--- src/rtl/assert_macros.svh ---
// Assertion macros shared by the deframer RTL.
// Clocked, reset-gated property checks that report through $error.
`ifndef ASSERT_MACROS_SVH
`define ASSERT_MACROS_SVH

// Property must hold at every clock edge out of reset.
`define LPD_ASSERT(lbl, clk, rstn, prop) \
    lbl: assert property (@(posedge clk) disable iff (!rstn) (prop)) \
        else $error("lpd assertion failed");

// When ante holds, cons must hold on the next clock edge.
`define LPD_ASSERT_NEXT(lbl, clk, rstn, ante, cons) \
    lbl: assert property (@(posedge clk) disable iff (!rstn) (ante) |=> (cons)) \
        else $error("lpd assertion failed");

`endif

--- src/rtl/lpd_pkg.sv ---
// Types, codes and id lookup tables for the link packet deframer.
// No dependencies; used by lpd_core, lpd_out_fifo and the top level.
package lpd_pkg;

    localparam logic [7:0] MARK_BYTE = 8'h98;
    localparam logic [7:0] FOLLOW_A  = 8'h15;
    localparam logic [7:0] FOLLOW_B  = 8'h56;

    // byte roles
    localparam logic [2:0] KIND_MID  = 3'd0;
    localparam logic [2:0] KIND_CMD  = 3'd1;
    localparam logic [2:0] KIND_LLO  = 3'd2;
    localparam logic [2:0] KIND_LHI  = 3'd3;
    localparam logic [2:0] KIND_DATA = 3'd4;
    localparam logic [2:0] KIND_CLO  = 3'd5;
    localparam logic [2:0] KIND_CHI  = 3'd6;
    localparam logic [2:0] KIND_ERR  = 3'd7;

    localparam logic [1:0] ERR_NONE = 2'd0;
    localparam logic [1:0] ERR_MACH = 2'd1;
    localparam logic [1:0] ERR_CMD  = 2'd2;

    typedef struct packed {
        logic [7:0] byte_value;
        logic [2:0] byte_kind;
        logic       direction;
        logic [4:0] command_index;
        logic       packet_end;
        logic       resynced;
        logic [1:0] error_code;
    } result_t;

    typedef struct packed {
        logic found;
        logic dir;
    } mach_hit_t;

    typedef struct packed {
        logic       found;
        logic [4:0] index;
        logic       has_data;
    } cmd_hit_t;

    // Machine ids; 0x00 and 0x08 resolve to host-to-calculator.
    function automatic mach_hit_t mach_lookup(input logic [7:0] b);
        mach_hit_t h;
        h = '0;
        case (b)
            8'h00, 8'h02, 8'h03, 8'h05, 8'h06, 8'h07, 8'h08, 8'h09, 8'h23: begin
                h.found = 1'b1;
                h.dir   = 1'b0;
            end
            8'h82, 8'h83, 8'h85, 8'h86, 8'h74, 8'h98, 8'h88, 8'h89, 8'h73: begin
                h.found = 1'b1;
                h.dir   = 1'b1;
            end
            default: h = '0;
        endcase
        return h;
    endfunction

    function automatic cmd_hit_t cmd_lookup(input logic [7:0] b);
        cmd_hit_t h;
        h = '0;
        case (b)
            8'h06: h = '{1'b1, 5'd0,  1'b1};
            8'h09: h = '{1'b1, 5'd1,  1'b0};
            8'h15: h = '{1'b1, 5'd2,  1'b1};
            8'h2D: h = '{1'b1, 5'd3,  1'b0};
            8'h36: h = '{1'b1, 5'd4,  1'b1};
            8'h47: h = '{1'b1, 5'd5,  1'b1};
            8'h56: h = '{1'b1, 5'd6,  1'b0};
            8'h5A: h = '{1'b1, 5'd7,  1'b1};
            8'h68: h = '{1'b1, 5'd8,  1'b0};
            8'h6D: h = '{1'b1, 5'd9,  1'b0};
            8'h74: h = '{1'b1, 5'd10, 1'b0};
            8'h78: h = '{1'b1, 5'd11, 1'b0};
            8'h87: h = '{1'b1, 5'd12, 1'b0};
            8'h88: h = '{1'b1, 5'd13, 1'b1};
            8'h92: h = '{1'b1, 5'd14, 1'b0};
            8'hA2: h = '{1'b1, 5'd15, 1'b1};
            8'hB7: h = '{1'b1, 5'd16, 1'b1};
            8'hC9: h = '{1'b1, 5'd17, 1'b1};
            default: h = '0;
        endcase
        return h;
    endfunction

    // data-carrying flag by table index
    function automatic logic cmd_has_data(input logic [4:0] idx);
        logic r;
        case (idx)
            5'd0, 5'd2, 5'd4, 5'd5, 5'd7, 5'd13, 5'd15, 5'd16, 5'd17: r = 1'b1;
            default: r = 1'b0;
        endcase
        return r;
    endfunction

endpackage

--- src/rtl/lpd_core.sv ---
// Packet parser: phase state and per-word classification, up to two results a word.
// Depends on lpd_pkg and assert_macros.svh.
`include "assert_macros.svh"

module lpd_core (
    input  logic              aclk,
    input  logic              aresetn,
    input  logic              step,
    input  logic [7:0]        byte_in,
    input  logic              resync_en,
    output lpd_pkg::result_t  res0,
    output lpd_pkg::result_t  res1,
    output logic [1:0]        res_count
);

    localparam logic [2:0] PH_MID  = 3'd0;
    localparam logic [2:0] PH_CMD  = 3'd1;
    localparam logic [2:0] PH_LLO  = 3'd2;
    localparam logic [2:0] PH_LHI  = 3'd3;
    localparam logic [2:0] PH_DATA = 3'd4;
    localparam logic [2:0] PH_CLO  = 3'd5;
    localparam logic [2:0] PH_CHI  = 3'd6;

    logic [2:0]  phase_reg,   phase_next;
    logic [7:0]  len_lo_reg,  len_lo_next;
    logic [15:0] remain_reg,  remain_next;
    logic        dir_reg,     dir_next;
    logic [4:0]  cmd_reg,     cmd_next;
    logic        held_reg,    held_next;
    logic [1:0]  stopped_reg, stopped_next;

    always_comb begin
        lpd_pkg::result_t    hres;
        lpd_pkg::mach_hit_t  mh;
        lpd_pkg::cmd_hit_t   ch;
        logic                hvalid;
        logic                slot;
        logic [2:0]          hphase;
        logic                hdir;
        logic [15:0]         len;
        logic [15:0]         rem_dec;

        phase_next   = phase_reg;
        len_lo_next  = len_lo_reg;
        remain_next  = remain_reg;
        dir_next     = dir_reg;
        cmd_next     = cmd_reg;
        held_next    = held_reg;
        stopped_next = stopped_reg;
        res0         = '0;
        res1         = '0;
        res_count    = 2'd0;
        hres         = '0;
        hvalid       = 1'b0;
        slot         = 1'b0;
        hphase       = phase_reg;
        hdir         = dir_reg;
        mh           = lpd_pkg::mach_lookup(byte_in);
        ch           = lpd_pkg::cmd_lookup(byte_in);
        len          = {byte_in, len_lo_reg};
        rem_dec      = remain_reg - 16'd1;

        if (stopped_reg != lpd_pkg::ERR_NONE) begin
            res0.byte_value = byte_in;
            res0.byte_kind  = lpd_pkg::KIND_ERR;
            res0.error_code = stopped_reg;
            res_count       = 2'd1;
        end else begin
            if (held_reg) begin
                held_next       = 1'b0;
                slot            = 1'b1;
                res0.byte_value = lpd_pkg::MARK_BYTE;
                if (byte_in == lpd_pkg::FOLLOW_A || byte_in == lpd_pkg::FOLLOW_B) begin
                    // held marker opens a new packet
                    res0.byte_kind = lpd_pkg::KIND_MID;
                    res0.direction = 1'b1;
                    res0.resynced  = 1'b1;
                    dir_next       = 1'b1;
                    hdir           = 1'b1;
                    hphase         = PH_CMD;
                end else begin
                    res0.byte_kind     = lpd_pkg::KIND_DATA;
                    res0.direction     = dir_reg;
                    res0.command_index = cmd_reg;
                end
            end

            hres.byte_value    = byte_in;
            hres.direction     = hdir;
            hres.command_index = cmd_reg;
            hvalid             = 1'b1;
            case (hphase)
                PH_CMD: begin
                    if (!ch.found) begin
                        stopped_next = lpd_pkg::ERR_CMD;
                        hres         = '0;
                        hres.byte_value = byte_in;
                        hres.byte_kind  = lpd_pkg::KIND_ERR;
                        hres.error_code = lpd_pkg::ERR_CMD;
                    end else begin
                        cmd_next           = ch.index;
                        phase_next         = PH_LLO;
                        hres.byte_kind     = lpd_pkg::KIND_CMD;
                        hres.command_index = ch.index;
                    end
                end
                PH_LLO: begin
                    len_lo_next    = byte_in;
                    phase_next     = PH_LHI;
                    hres.byte_kind = lpd_pkg::KIND_LLO;
                end
                PH_LHI: begin
                    hres.byte_kind = lpd_pkg::KIND_LHI;
                    if (lpd_pkg::cmd_has_data(cmd_reg) && len != 16'd0) begin
                        remain_next = len;
                        phase_next  = PH_DATA;
                    end else begin
                        phase_next      = PH_MID;
                        hres.packet_end = 1'b1;
                    end
                end
                PH_DATA: begin
                    remain_next    = rem_dec;
                    hres.byte_kind = lpd_pkg::KIND_DATA;
                    if (rem_dec == 16'd0) begin
                        phase_next = PH_CLO;
                    end
                    // possible restart marker: hold it one word
                    if (resync_en && byte_in == lpd_pkg::MARK_BYTE) begin
                        held_next = 1'b1;
                        hvalid    = 1'b0;
                    end
                end
                PH_CLO: begin
                    phase_next     = PH_CHI;
                    hres.byte_kind = lpd_pkg::KIND_CLO;
                end
                PH_CHI: begin
                    phase_next      = PH_MID;
                    hres.byte_kind  = lpd_pkg::KIND_CHI;
                    hres.packet_end = 1'b1;
                end
                default: begin
                    hres.command_index = 5'd0;
                    if (!mh.found) begin
                        stopped_next = lpd_pkg::ERR_MACH;
                        hres         = '0;
                        hres.byte_value = byte_in;
                        hres.byte_kind  = lpd_pkg::KIND_ERR;
                        hres.error_code = lpd_pkg::ERR_MACH;
                    end else begin
                        dir_next       = mh.dir;
                        phase_next     = PH_CMD;
                        hres.byte_kind = lpd_pkg::KIND_MID;
                        hres.direction = mh.dir;
                    end
                end
            endcase

            if (slot) begin
                res1      = hres;
                res_count = hvalid ? 2'd2 : 2'd1;
            end else begin
                res0      = hres;
                res_count = hvalid ? 2'd1 : 2'd0;
            end
        end
    end

    always_ff @(posedge aclk) begin
        if (!aresetn) begin
            phase_reg   <= PH_MID;
            len_lo_reg  <= 8'd0;
            remain_reg  <= 16'd0;
            dir_reg     <= 1'b0;
            cmd_reg     <= 5'd0;
            held_reg    <= 1'b0;
            stopped_reg <= lpd_pkg::ERR_NONE;
        end else if (step) begin
            phase_reg   <= phase_next;
            len_lo_reg  <= len_lo_next;
            remain_reg  <= remain_next;
            dir_reg     <= dir_next;
            cmd_reg     <= cmd_next;
            held_reg    <= held_next;
            stopped_reg <= stopped_next;
        end
    end

    // error is sticky until reset
    `LPD_ASSERT_NEXT(a_stop_sticky, aclk, aresetn, stopped_reg != lpd_pkg::ERR_NONE,
                     stopped_reg == $past(stopped_reg))
    // a held marker only exists inside the data or checksum-low phase
    `LPD_ASSERT(a_held_phase, aclk, aresetn,
                !held_reg || phase_reg == PH_DATA || phase_reg == PH_CLO)
    // command index stays within the table
    `LPD_ASSERT(a_cmd_range, aclk, aresetn, cmd_reg <= 5'd17)

endmodule

--- src/rtl/lpd_out_fifo.sv ---
// Result queue: takes up to two results a cycle, drains one a cycle on out_ready.
// Depends on lpd_pkg and assert_macros.svh.
`include "assert_macros.svh"

module lpd_out_fifo #(
    parameter int DEPTH = 4
) (
    input  logic              aclk,
    input  logic              aresetn,
    input  logic [1:0]        push_n,
    input  lpd_pkg::result_t  push0,
    input  lpd_pkg::result_t  push1,
    output logic              room2,
    output logic              out_valid,
    input  logic              out_ready,
    output lpd_pkg::result_t  out_data
);

    localparam int PTR_W = $clog2(DEPTH);
    localparam int CNT_W = $clog2(DEPTH + 1);

    lpd_pkg::result_t mem [DEPTH];
    logic [PTR_W-1:0] wr_ptr_reg, wr_ptr_next;
    logic [PTR_W-1:0] rd_ptr_reg, rd_ptr_next;
    logic [CNT_W-1:0] count_reg,  count_next;
    logic             pop;
    logic [PTR_W-1:0] wr_ptr_p1;

    assign pop       = (count_reg != '0) && out_ready;
    assign out_valid = (count_reg != '0);
    assign out_data  = mem[rd_ptr_reg];
    assign room2     = (count_reg <= CNT_W'(DEPTH - 2));
    assign wr_ptr_p1 = wr_ptr_reg + PTR_W'(1);

    always_comb begin
        wr_ptr_next = wr_ptr_reg + PTR_W'(push_n);
        rd_ptr_next = rd_ptr_reg + PTR_W'(pop);
        count_next  = count_reg + CNT_W'(push_n) - CNT_W'(pop);
    end

    always_ff @(posedge aclk) begin
        if (push_n != 2'd0) begin
            mem[wr_ptr_reg] <= push0;
        end
        if (push_n == 2'd2) begin
            mem[wr_ptr_p1] <= push1;
        end
    end

    always_ff @(posedge aclk) begin
        if (!aresetn) begin
            wr_ptr_reg <= '0;
            rd_ptr_reg <= '0;
            count_reg  <= '0;
        end else begin
            wr_ptr_reg <= wr_ptr_next;
            rd_ptr_reg <= rd_ptr_next;
            count_reg  <= count_next;
        end
    end

    `LPD_ASSERT(a_no_overflow, aclk, aresetn, count_reg <= CNT_W'(DEPTH))
    `LPD_ASSERT(a_push_room, aclk, aresetn, push_n == 2'd0 || room2)
    `LPD_ASSERT(a_push_code, aclk, aresetn, push_n != 2'd3)

endmodule

--- src/rtl/link_packet_deframer_unit.sv ---
// Top level of the link packet deframer: input register, parser core, result queue.
// Depends on lpd_pkg, lpd_core and lpd_out_fifo.
//
//  port group   dir  tdata fields (lsb first)                         other
//  s_*          in   link_byte[7:0]                                     -
//  m_*          out  byte_value, direction, command_index, resynced,    tuser=byte_kind
//                    error_code (17 bits, padded to 24)                 tlast=packet_end
//  cfg_*        in   resync_enable                                      -
//
// One input word per cycle while the queue has room; a word's results reach m_* after
// acceptance through the input register and then the queue write.
// A word yields up to two results; the queue drains one per cycle while m_tready is high,
// so words that produce two results can back up s_tready once the queue fills.
// The core advances only when the queue has room for two results.
// aresetn is synchronous, active low; configuration is always ready.

module link_packet_deframer_unit #(
    parameter int FIFO_DEPTH = 4   // power of two, at least 4
) (
    input  logic        aclk,
    input  logic        aresetn,
    input  logic        s_tvalid,
    output logic        s_tready,
    input  logic [7:0]  s_tdata,    // [7:0] link_byte
    output logic        m_tvalid,
    input  logic        m_tready,
    output logic [23:0] m_tdata,    // [7:0] byte_value, [8] direction, [13:9] command_index,
                                    // [14] resynced, [16:15] error_code, [23:17] zero
    output logic [2:0]  m_tuser,    // [2:0] byte_kind
    output logic        m_tlast,
    input  logic        cfg_valid,
    output logic        cfg_ready,
    input  logic        cfg_data
);

    logic             in_valid_reg;
    logic [7:0]       byte_reg;
    logic             resync_reg;
    logic             step;
    logic             room2;
    logic [1:0]       res_count;
    logic [1:0]       push_n;
    lpd_pkg::result_t res0;
    lpd_pkg::result_t res1;
    lpd_pkg::result_t out_word;

    assign cfg_ready = 1'b1;
    assign step      = in_valid_reg && room2;
    assign s_tready  = !in_valid_reg || step;
    assign push_n    = step ? res_count : 2'd0;

    always_ff @(posedge aclk) begin
        if (!aresetn) begin
            in_valid_reg <= 1'b0;
            resync_reg   <= 1'b0;
        end else begin
            if (s_tready) begin
                in_valid_reg <= s_tvalid;
            end
            if (cfg_valid && cfg_ready) begin
                resync_reg <= cfg_data;
            end
        end
    end

    always_ff @(posedge aclk) begin
        if (s_tvalid && s_tready) begin
            byte_reg <= s_tdata;
        end
    end

    lpd_core u_core (
        .aclk      (aclk),
        .aresetn   (aresetn),
        .step      (step),
        .byte_in   (byte_reg),
        .resync_en (resync_reg),
        .res0      (res0),
        .res1      (res1),
        .res_count (res_count)
    );

    lpd_out_fifo #(
        .DEPTH (FIFO_DEPTH)
    ) u_fifo (
        .aclk      (aclk),
        .aresetn   (aresetn),
        .push_n    (push_n),
        .push0     (res0),
        .push1     (res1),
        .room2     (room2),
        .out_valid (m_tvalid),
        .out_ready (m_tready),
        .out_data  (out_word)
    );

    assign m_tdata = {7'd0, out_word.error_code, out_word.resynced, out_word.command_index,
                      out_word.direction, out_word.byte_value};
    assign m_tuser = out_word.byte_kind;
    assign m_tlast = out_word.packet_end;

endmodule
--- config.mk ---
export PLATFORM = sky130hd
export DESIGN_NAME = link_packet_deframer_unit
export DESIGN_NICKNAME = d
export VERILOG_FILES = /design/src/rtl/lpd_pkg.sv /design/src/rtl/lpd_core.sv /design/src/rtl/lpd_out_fifo.sv /design/src/rtl/link_packet_deframer_unit.sv
export VERILOG_INCLUDE_DIRS = /design/src /design/src/rtl
export SDC_FILE = /design/constraint.sdc
export NUM_CORES = 1
export LEC_CHECK = 0
export ABC_AREA = 1
export BUFFER_PORTS_ARGS = -buffer_cell sky130_fd_sc_hd__buf_2
export CAP_MARGIN = 20
export CORE_UTILIZATION = 45
export CTS_CLUSTER_SIZE = 14
export DETAILED_ROUTE_END_ITERATION = 10
export PLACE_DENSITY = 0.75
export RECOVER_POWER = 50
export SLEW_MARGIN = 20
export SYNTH_ARGS = -nofsm -noshare
export SYNTH_HDL_FRONTEND = slang
export SYNTH_SLANG_ARGS = --single-unit
--- constraint.sdc ---
create_clock -name aclk -period 3.3 [get_ports aclk]
set_input_delay 0.33 -clock aclk [delete_from_list [all_inputs] [get_ports aclk]]
set_output_delay 0.33 -clock aclk [all_outputs]
set_load 0.05 [all_outputs]
==> Yosys cells after proc, flatten, opt, wreduce, memory -nomap -nowiden <==
Memories as Yosys holds them, arrays and structs flattened. A register that Yosys moved wholly into a read port is not among the register bits.
Cells that the tools add are included.
{ "op_classes": {"addsub": 6, "n_mul": 0, "div_mod_pow": 0, "order_cmp": 1, "n_eq_ne": 43, "shift": 0, "muxes": 62, "bitwise": 2, "n_reduce_logical": 27} }
{ "op_table": {"columns": ["op", "count"], "rows": [
  ["7-bit case mux with 18 select lines", 1],
  ["8-bit equality test, second input constant", 12],
  ["8-bit by 7-bit equality test with 1-bit output, second input constant", 8],
  ["21-bit 2-to-1 mux", 3],
  ["3-bit case mux with 6 select lines", 2],
  ["16-bit case mux with 2 select lines", 1],
  ["8-bit by 3-bit equality test with 1-bit output, second input constant", 3],
  ["8-bit by 6-bit equality test with 1-bit output, second input constant", 3],
  ["3-bit 2-to-1 mux", 8],
  ["1-bit 2-to-1 mux", 23],
  ["5-bit 2-to-1 mux", 4],
  ["2-bit 2-to-1 mux", 9],
  ["9-bit OR reduction", 2],
  ["17-bit 2-to-1 mux", 1],
  ["8-bit by 2-bit equality test with 1-bit output, second input constant", 2],
  ["8-bit by 4-bit equality test with 1-bit output, second input constant", 2],
  ["16-bit zero test", 1],
  ["16-bit 2-to-1 mux", 1],
  ["16-bit nonzero test", 1],
  ["16-bit by 1-bit subtractor with 16-bit output, second input constant", 1],
  ["6-bit case mux with 2 select lines", 1],
  ["11-bit 2-to-1 mux", 1],
  ["5-bit AND reduction", 2],
  ["3-bit equality test, second input constant", 3],
  ["31 further kinds", 46]
]} }
{ "word_totals": {"regBits": 53, "latchBits": 0, "mem_bits_rw": 84, "romBits": 32, "input_bits": 14, "output_inout_bits": 31, "wordCells": 156, "mem_count": 2} }
{ "mem_list": {"columns": ["memory", "words", "word_bits", "read_ports", "rd_ports_with_merged_regs", "wr", "line_no", "rtl"], "rows": [
  ["u_fifo.mem", 4, 21, 1, 1, 2, "lpd_out_fifo.sv:22", "lpd_pkg::result_t mem [DEPTH];"],
  ["(no name shown)", 32, 1, 1, 1, 0, "lpd_pkg.sv:92", "case (idx)"]
]} }

==> Logic depth before layout (Yosys ltp) <==
Gate-level depths: netlist of run 1.
{ "depth": {"depth_word": 15, "ltp_mapped": 20, "ltp_nobuf": 19} }

==> Modules after synthesis <==
A second synthesis of run 1 with hierarchy kept.
{ "hier_totals": {"cells_unflattened": 1034, "area_unflattened_um2": 8401.8} }
{ "by_module_without_submodules": {"columns": ["mod", "n_inst", "cells_each", "area_per_inst_um2", "seq_area_each_um2"], "rows": [
  ["lpd_out_fifo", 1, 468, 4895.9, 2662.6],
  ["lpd_core", 1, 530, 3088.0, 740.7],
  ["link_packet_deframer_unit", 1, 36, 417.9, 280.3]
]} }

==> Worst setup path after synthesis of run 1 <==
No wires, ideal clock.
{ "synth_timing": {"kind": "reg-to-reg", "startpoint": "register byte_reg[6]", "endpoint": "memory u_fifo.mem[3][0] (netlist bit) (enable)", "setup_time_ps": 377, "t_arrival_ps": 2995, "required_ps": 2923, "setup_slack_ps": -72, "path_stages_with_launch": 18, "path_buffers": 2, "period_less_slack_ps": 3372, "cell_sequence": "edfxtp_1 nand2_2 nor2_1 nand2_2 nand2_2 nand2_4 nand4_2 inv_1 buf_2 nand3_1 ha_1 nor2_1 nor2_1 nor2_1 nor2_1 inv_1 clkbuf_1 nand2_1"} }
{ "synth_rtl": {"columns": ["element", "line_no", "rtl"], "rows": [
  ["start: declaration", "link_packet_deframer_unit.sv:37", "logic [7:0] byte_reg;"],
  ["start signal: assignment", "link_packet_deframer_unit.sv:68", "byte_reg <= s_tdata;"],
  ["end: declaration", "lpd_out_fifo.sv:22", null]
]} }

==> Final worst setup path of run 1 <==
{ "layout_timing": {"startpoint": "register byte_reg[7]", "endpoint": "register u_fifo.count_reg[2]"} }
{ "layout_between": {"elab_chain_len": 14, "word_cells_on_any_way": 19, "cone_classes": "add/sub (2); eq/ne (4); mux (11); reduce/logical (2)"} }
{ "layout_rtl": {"columns": ["element", "line_no", "rtl"], "rows": [
  ["8-bit by 5-bit equality test with 1-bit output / 8-bit by 7-bit equality test with 1-bit output (equally long branches)", "lpd_core.sv:73", "if (byte_in == lpd_pkg::FOLLOW_A || byte_in == lpd_pkg::FOLLOW_B) begin"],
  ["1-bit logical OR", "lpd_core.sv:73", null],
  ["3-bit 2-to-1 mux", "lpd_core.sv:73", null],
  ["3-bit 2-to-1 mux", "lpd_core.sv:69", "if (held_reg) begin"],
  ["3-bit 2-to-1 mux", "lpd_core.sv:63", "if (stopped_reg != lpd_pkg::ERR_NONE) begin"],
  ["3-bit equality test", "lpd_core.sv:92", "case (hphase)"],
  ["1-bit 2-to-1 mux (*)", "lpd_core.sv:92", null],
  ["1-bit 2-to-1 mux (*)", "lpd_core.sv:63", null],
  ["1-bit 2-to-1 mux / 2-bit 2-to-1 mux (equally long branches)", "lpd_core.sv:165, lpd_core.sv:162", null],
  ["2-bit 2-to-1 mux (*)", "lpd_core.sv:160", "if (slot) begin"],
  ["2-bit 2-to-1 mux (*)", "lpd_core.sv:63", null],
  ["2-bit 2-to-1 mux (*)", "link_packet_deframer_unit.sv:50", "assign push_n = step ? res_count : 2'd0;"],
  ["3-bit by 2-bit adder with 3-bit output (*)", "lpd_out_fifo.sv:38", "count_next = count_reg + CNT_W'(push_n) - CNT_W'(pop);"],
  ["3-bit by 1-bit subtractor with 3-bit output (*)", "lpd_out_fifo.sv:38", null],
  ["end signal: assignment", "lpd_out_fifo.sv:58", "count_reg <= count_next;"],
  ["end: declaration", "lpd_out_fifo.sv:25", "logic [CNT_W-1:0] count_reg, count_next;"]
]} }
Every way passes the cells marked *; elsewhere a longest branch is shown, timed or not. The select of a mux whose other input is x is not followed.
A chain may end at the register's enable or synchronous reset.

==> impl_metrics.toml, run 1 <==
[timing]
hold_viol_final = 0
worst_pin_slew_ps = 777
fin_crit_sh = 0.935
final_max_slew_viol_count = 0
setup-tns-final_ps = 0
fin_skew_ps = 8.50
rsz0062_at_grt = "yes"
min_period_ps = 3090
fmax_ghz = 0.324
setup_viol = 0
slew_headroom = 0.482

[logic_synthesis]
netlist_instances = 996
yosys_warnings = 0
synth_area_um2 = 7790
ys_seq_area_frac = 0.468
ys_types = 45
ys_ff_latch = 138
syn_area_per_cell_um2 = 7.82

[floorplanning]
pin_count = 45
die_x_um = 134
core_region_area_um2 = 16800
start_util = 0.465
die_height_um = 134
placementRows = 47
die_area_um2 = 17800

[min_path]
hp-start = "s_tdata[3]"
hp-class = "input port to flop"

[layout]
area_growth_pct = 14.2
register_area_um2 = 3640
multiInputGateArea_um2 = 3540
n_fill_cell = 1571
final_common_cell = "nand2_1"
utilization = 0.531
final_cell_mix = "nand2_1, nor2_1, o21ai_0"
antenna-diode-count = 0
layout-drive-gt1-share = 0.154
finish.net_count = 1063
largest_reg_flops = 84

[place]
port_buffers = 36
dpl.hpwl_mm = 14.8
gp_congestion = 0.910

[outcome]
status = "finished clean"

[global_routing]
track_usage = 0.245
grt_pass1_vias = 6714
antenna_found_initial = 0
grt_max_degree = 43
grt_overflow_total = 0
grt_pass1_wl_mm = 33.8

[routing]
ant_nets = 0
remaining_drc_errors = 0
first_iter_violations = 729
wl_mm = 20.7
avgViaCountPerCell = 5.46
dr.pass1.iters = 6
via_count = 6952
wl_per_cell_um = 16.3

[cts]
cts.path.max_buffers = 2
cts_buffers = 17
tritoncts = "built"
cts_htree_levels = 4
cts.reportedPaths.clkPinSlew_ps = 60
clock-root-buffer = "clkbuf_16"
clock_latency_ps = 420
clkSinkCount = 138

[critical_path]
critPathLaunch = "byte_reg[7]$_DFFE_PP_"
cp-start-kind = "flop"
critPathCaptureType = "flop"
crit-reg2reg-launch = "byte_reg[7]$_DFFE_PP_"
crit_fanout = 9
worstPathArrival_ps = 3440
path_class = "flop to flop"
required_ps = 3660

[power]
irDropWorstVdd_mv = 0.602
power.density_nw_per_um2 = 675
p_leak_nw = 3.75

[run]
drv_cap = 0
cells by family after synthesis:
| logic type | synth area share |
|---|---|
| buffers and inverters | 0.0846 |
| adders and majority gates | 0.0154 |
| xor gates and xnor gates | 0.0157 |
| AOI/OAI and AO/OA | 0.172 |
| other | 0.000964 |
| DFF | 0.468 |
| and+or+nand+nor | 0.244 |
final cells by class:
type,count,share of cell area
clock buffers,18,0.0482
flip-flops and latches,138,0.409
repair buffers,68,0.0512
multi-input cells,706,0.398
clock inverters,14,0.0141
well taps,220,0.0309
inverters,107,0.0467
repair inverters,2,0.00141
cells in the mapped netlist, drive strengths merged:
library cell,number,share of area
o21a,1,0.00096
xor2,11,0.012
fa,1,0.0026
ha,8,0.013
nor3,7,0.0059
nand3b,3,0.0029
o31ai,1,0.0027
xnor2,3,0.0034
conb,2,0.00096
o21bai,1,0.00096
a22oi,1,0.00096
and2,1,0.00080
nor4,1,0.00080
nor2,136,0.074
clkbuf,22,0.011
a41oi,1,0.0011
nand2,230,0.12
nand3,47,0.034
o211ai,5,0.0048
o21ai,132,0.086
nand4,10,0.0088
dfxtp,50,0.13
a31oi,7,0.0056
a21boi,1,0.00096
a21oi,38,0.025
o22ai,52,0.043
edfxtp,88,0.34
inv,107,0.052
buf,29,0.022
routing by layer:
layer | track usage | up-vias | routed length, um
li1 | - | 3424 | -
met1 | 0.299 | 3159 | 8570
met2 | 0.420 | 311 | 9950
met3 | 0.0453 | 58 | 1590
met4 | 0.107 | 0 | 631
met5 | 0 | - | 0
stage by stage:
step           instance area, um^2  hold slack [ps]  power (mW)  instances  worst slack, ps
2_1_floorplan                 7820              424        3.70       1002              126
5_1_grt                       8900             67.5        6.29       1273            -76.7
4_1_cts                       8830             67.7        5.98       1267              180
6_report                      8900             79.7        6.01       1273              213
3_5_place_dp                  8270              456        4.21       1235              180
3_3_place_gp                  8270              455        4.19       1235              228
worst max-delay path: stages, from the launching register on:
cell	delay, ps
edfxtp_1	490
inv_2	120
nand2_2	90
nor2_2	160
nand2_2	70
nand2_2	100
nand2_4	110
nand4_2	110
inv_1	60
nand3_1	100
ha_1	260
nor2_1	120
nor2_1	70
buf_4	160
ha_1	200
fa_1	380
xor2_1	180
o21ai_0	90
a21oi_1	140
final timing paths:
kind | cells after the start | slack [ps] | endpoint
setup / recovery | 18 | 210 | u_fifo.count_reg[2]$_SDFF_PN0_
hold / removal | 1 | 80 | byte_reg[3]$_DFFE_PP_
setup reg to reg | 18 | 210 | u_fifo.count_reg[2]$_SDFF_PN0_
hold reg to reg | 2 | 470 | u_core.stopped_reg[1]$_SDFFE_PN0P_
timing repair:
item                                    in CTS  in global routing
endpoints found under the setup margin       0                 85
hold buffers                                 0                  0
resized for setup                            0                 11
buffers inserted                             0                  4
report_power, final:
part | switching, mW | internal [mW] | total, mW
Clock | 0.758 | 1.04 | 1.80
Combinational | 1.60 | 0.524 | 2.12
Sequential | 0.0817 | 2.00 | 2.09
Total | 2.44 | 3.57 | 6.01
Power figures use the tool's default switching activity.
==> inputs of run 2 (changes only) <==
--- a/config.mk
+++ b/config.mk
@@ -8,11 +8,12 @@
 export LEC_CHECK = 0
 export ABC_AREA = 1
 export BUFFER_PORTS_ARGS = -buffer_cell sky130_fd_sc_hd__buf_2
-export CAP_MARGIN = 20
-export CORE_UTILIZATION = 45
+export CAP_MARGIN = 25
+export CORE_UTILIZATION = 38
 export CTS_CLUSTER_SIZE = 14
 export DETAILED_ROUTE_END_ITERATION = 10
-export PLACE_DENSITY = 0.75
+export GPL_TIMING_DRIVEN = 0
+export PLACE_DENSITY = 0.67
 export RECOVER_POWER = 50
 export SLEW_MARGIN = 20
 export SYNTH_ARGS = -nofsm -noshare
==> impl_metrics.toml, run 2 (synthesis results as in run 1) <==
[critical_path]
rr_worst_depth = 14
slowest_stage = "edfxtp_1"
required_ps = 3420
crit_cells = 14
critPathLaunch = "byte_reg[3]$_DFFE_PP_"
path_cells = "inv_2 -> buf_4 -> nor2_1 -> nand2_1 -> nor3_1 -> nand3_4 -> ha_4 -> nor2_4 -> nor2_4 -> nor2_2 -> inv_1 -> nand2_2 -> clkbuf_8 -> nand2_8"
r2r_slack_ps = 150
cp-start-kind = "flop"
worstPathArrival_ps = 3270
crit_top_cell = "nor2_4"
path_class = "flop to flop"
critPathCaptureType = "flop"
cpPeakStageDelay_ps = 440
crit_fanout = 20
crit-reg2reg-launch = "byte_reg[3]$_DFFE_PP_"
crit_family = "simple AND/OR/NAND/NOR gates"
crit_buf_inv = 4

[global_routing]
grt_pass1_wl_mm = 36.5
track_usage = 0.222
grt_overflow_total = 0
grt_max_degree = 21
antenna_found_initial = 0
grt_pass1_vias = 6838

[min_path]
hp-class = "input port to flop"
holdPathStages = 1
hp-start = "s_tdata[2]"

[power]
netSwitchingPower_mw = 2.53
power.density_nw_per_um2 = 672
irDropWorstVdd_mv = 0.355
cell_internal_pwr_mw = 3.70
switching_share = 0.406
p_leak_nw = 3.93
p_clk_frac = 0.317
seq_power_share = 0.334
pwr-share-comb = 0.349

[timing]
rsz0062_at_grt = "no"
hold_ws_ps = 80.3
fmax_ghz = 0.317
fin_skew_ps = 6.99
min_period_ps = 3150
hold_viol_final = 0
final_max_slew_viol_count = 0
worst_pin_slew_ps = 746
setup_viol = 0
fin_crit_sh = 0.956
slew_headroom = 0.503

[cts]
cts_buffers = 17
clkSinkCount = 138
tritoncts = "built"
cts.reportedPaths.clkPinSlew_ps = 60
clock_latency_ps = 420
cts_htree_levels = 4
cts.path.max_buffers = 2
clock-root-buffer = "clkbuf_16"

[layout]
utilization = 0.460
final_cell_mix = "nand2_1, nor2_1, o21ai_0"
n_fill_cell = 1993
area_growth_pct = 19.2
final_common_cell = "nand2_1"
antenna-diode-count = 0
finish.net_count = 1108
largest_reg_flops = 84
layout-drive-gt1-share = 0.137

[floorplanning]
die_x_um = 145
placementRows = 52
core_region_area_um2 = 20200
pin_count = 45
die_height_um = 145
start_util = 0.386
die_area_um2 = 21100

[routing]
first_iter_violations = 660
ant_nets = 0
via_count = 7224
wl_per_cell_um = 16.9
wl_mm = 23.1
avgViaCountPerCell = 5.28
dr.pass1.iters = 6
remaining_drc_errors = 0

[place]
dpl.hpwl_mm = 16.0
gp_congestion = 0.935
port_buffers = 36

[run]
drv_cap = 0

[outcome]
status = "finished clean"
[run 2: cell types whose count changed in the layout (fill, tap and decap cells not counted), moves of 5 or more]
| cell | delta |
|---|---|
| nand2_8 | +5 |
| buf_2 | -18 |
| nand2_2 | -8 |
| clkbuf_1 | +45 |
| inv_1 | +5 |
| clkinvlp_4 | -5 |
| buf_4 | +7 |
[run 2: what timing repair did]
| item | in CTS | in global routing |
|---|---|---|
| pin swaps | 5 | 3 |
| hold buffers | 0 | 0 |
| gates resized for setup | 39 | 14 |
| gates cloned | 4 | 0 |
| setup endpoints to repair | 169 | 156 |
| buffers inserted | 13 | 11 |
[run 2: layout make-up]
cell class,count,area [um^2],share of cell area
Sequential cell,138,3640,0.392
Multi-Input combinational cell,709,3630,0.391
Clock buffer,18,429,0.0462
Inverter,107,407,0.0438
Tap cell,270,338,0.0364
Timing Repair Buffer,61,334,0.0360
Buffer,51,329,0.0354
Clock inverter,14,173,0.0186
[run 2: path summary, 6_finish.rpt]
path,end
setup / recovery,u_fifo.mem[1][16]$_DFFE_PP_
hold / removal,byte_reg[2]$_DFFE_PP_
setup reg to reg,u_fifo.mem[1][16]$_DFFE_PP_
hold reg to reg,u_core.stopped_reg[1]$_SDFFE_PN0P_
[run 2: layer usage]
| layer | vias to the layer above | wire [um] | GRT usage |
|---|---|---|---|
| met2 | 336 | 11100 | 0.377 |
| met1 | 3286 | 9430 | 0.277 |
| met3 | 62 | 1760 | 0.0384 |
| met4 | 0 | 825 | 0.0995 |
| met5 | - | 0 | 0 |
| li1 | 3540 | - | - |
[run 2: power groups by stage]
| stage | combinational [mW] | clock (mW) | sequential, mW |
|---|---|---|---|
| 6_report | 2.18 | 1.97 | 2.09 |
| 5_1_grt | 2.35 | 2.06 | 2.10 |
| 4_1_cts | 2.20 | 1.97 | 2.09 |
| 3_5_place_dp | 2.12 | 0 | 2.13 |
| 3_3_place_gp | 2.09 | 0 | 2.13 |
| 2_1_floorplan | 1.60 | 0 | 2.10 |
[run 2: through the flow]
step	setup WS (ps)	cell area, um^2	TNS (ps)	std cells	total power, mW
6_report	146	9290	0	1368	6.24
5_1_grt	1.48	9290	0	1368	6.51
4_1_cts	-52.8	9260	-434	1357	6.26
3_5_place_dp	-1170	8340	-130800	1308	4.25
3_3_place_gp	-1170	8340	-134050	1308	4.21
2_1_floorplan	126	7820	0	1002	3.70
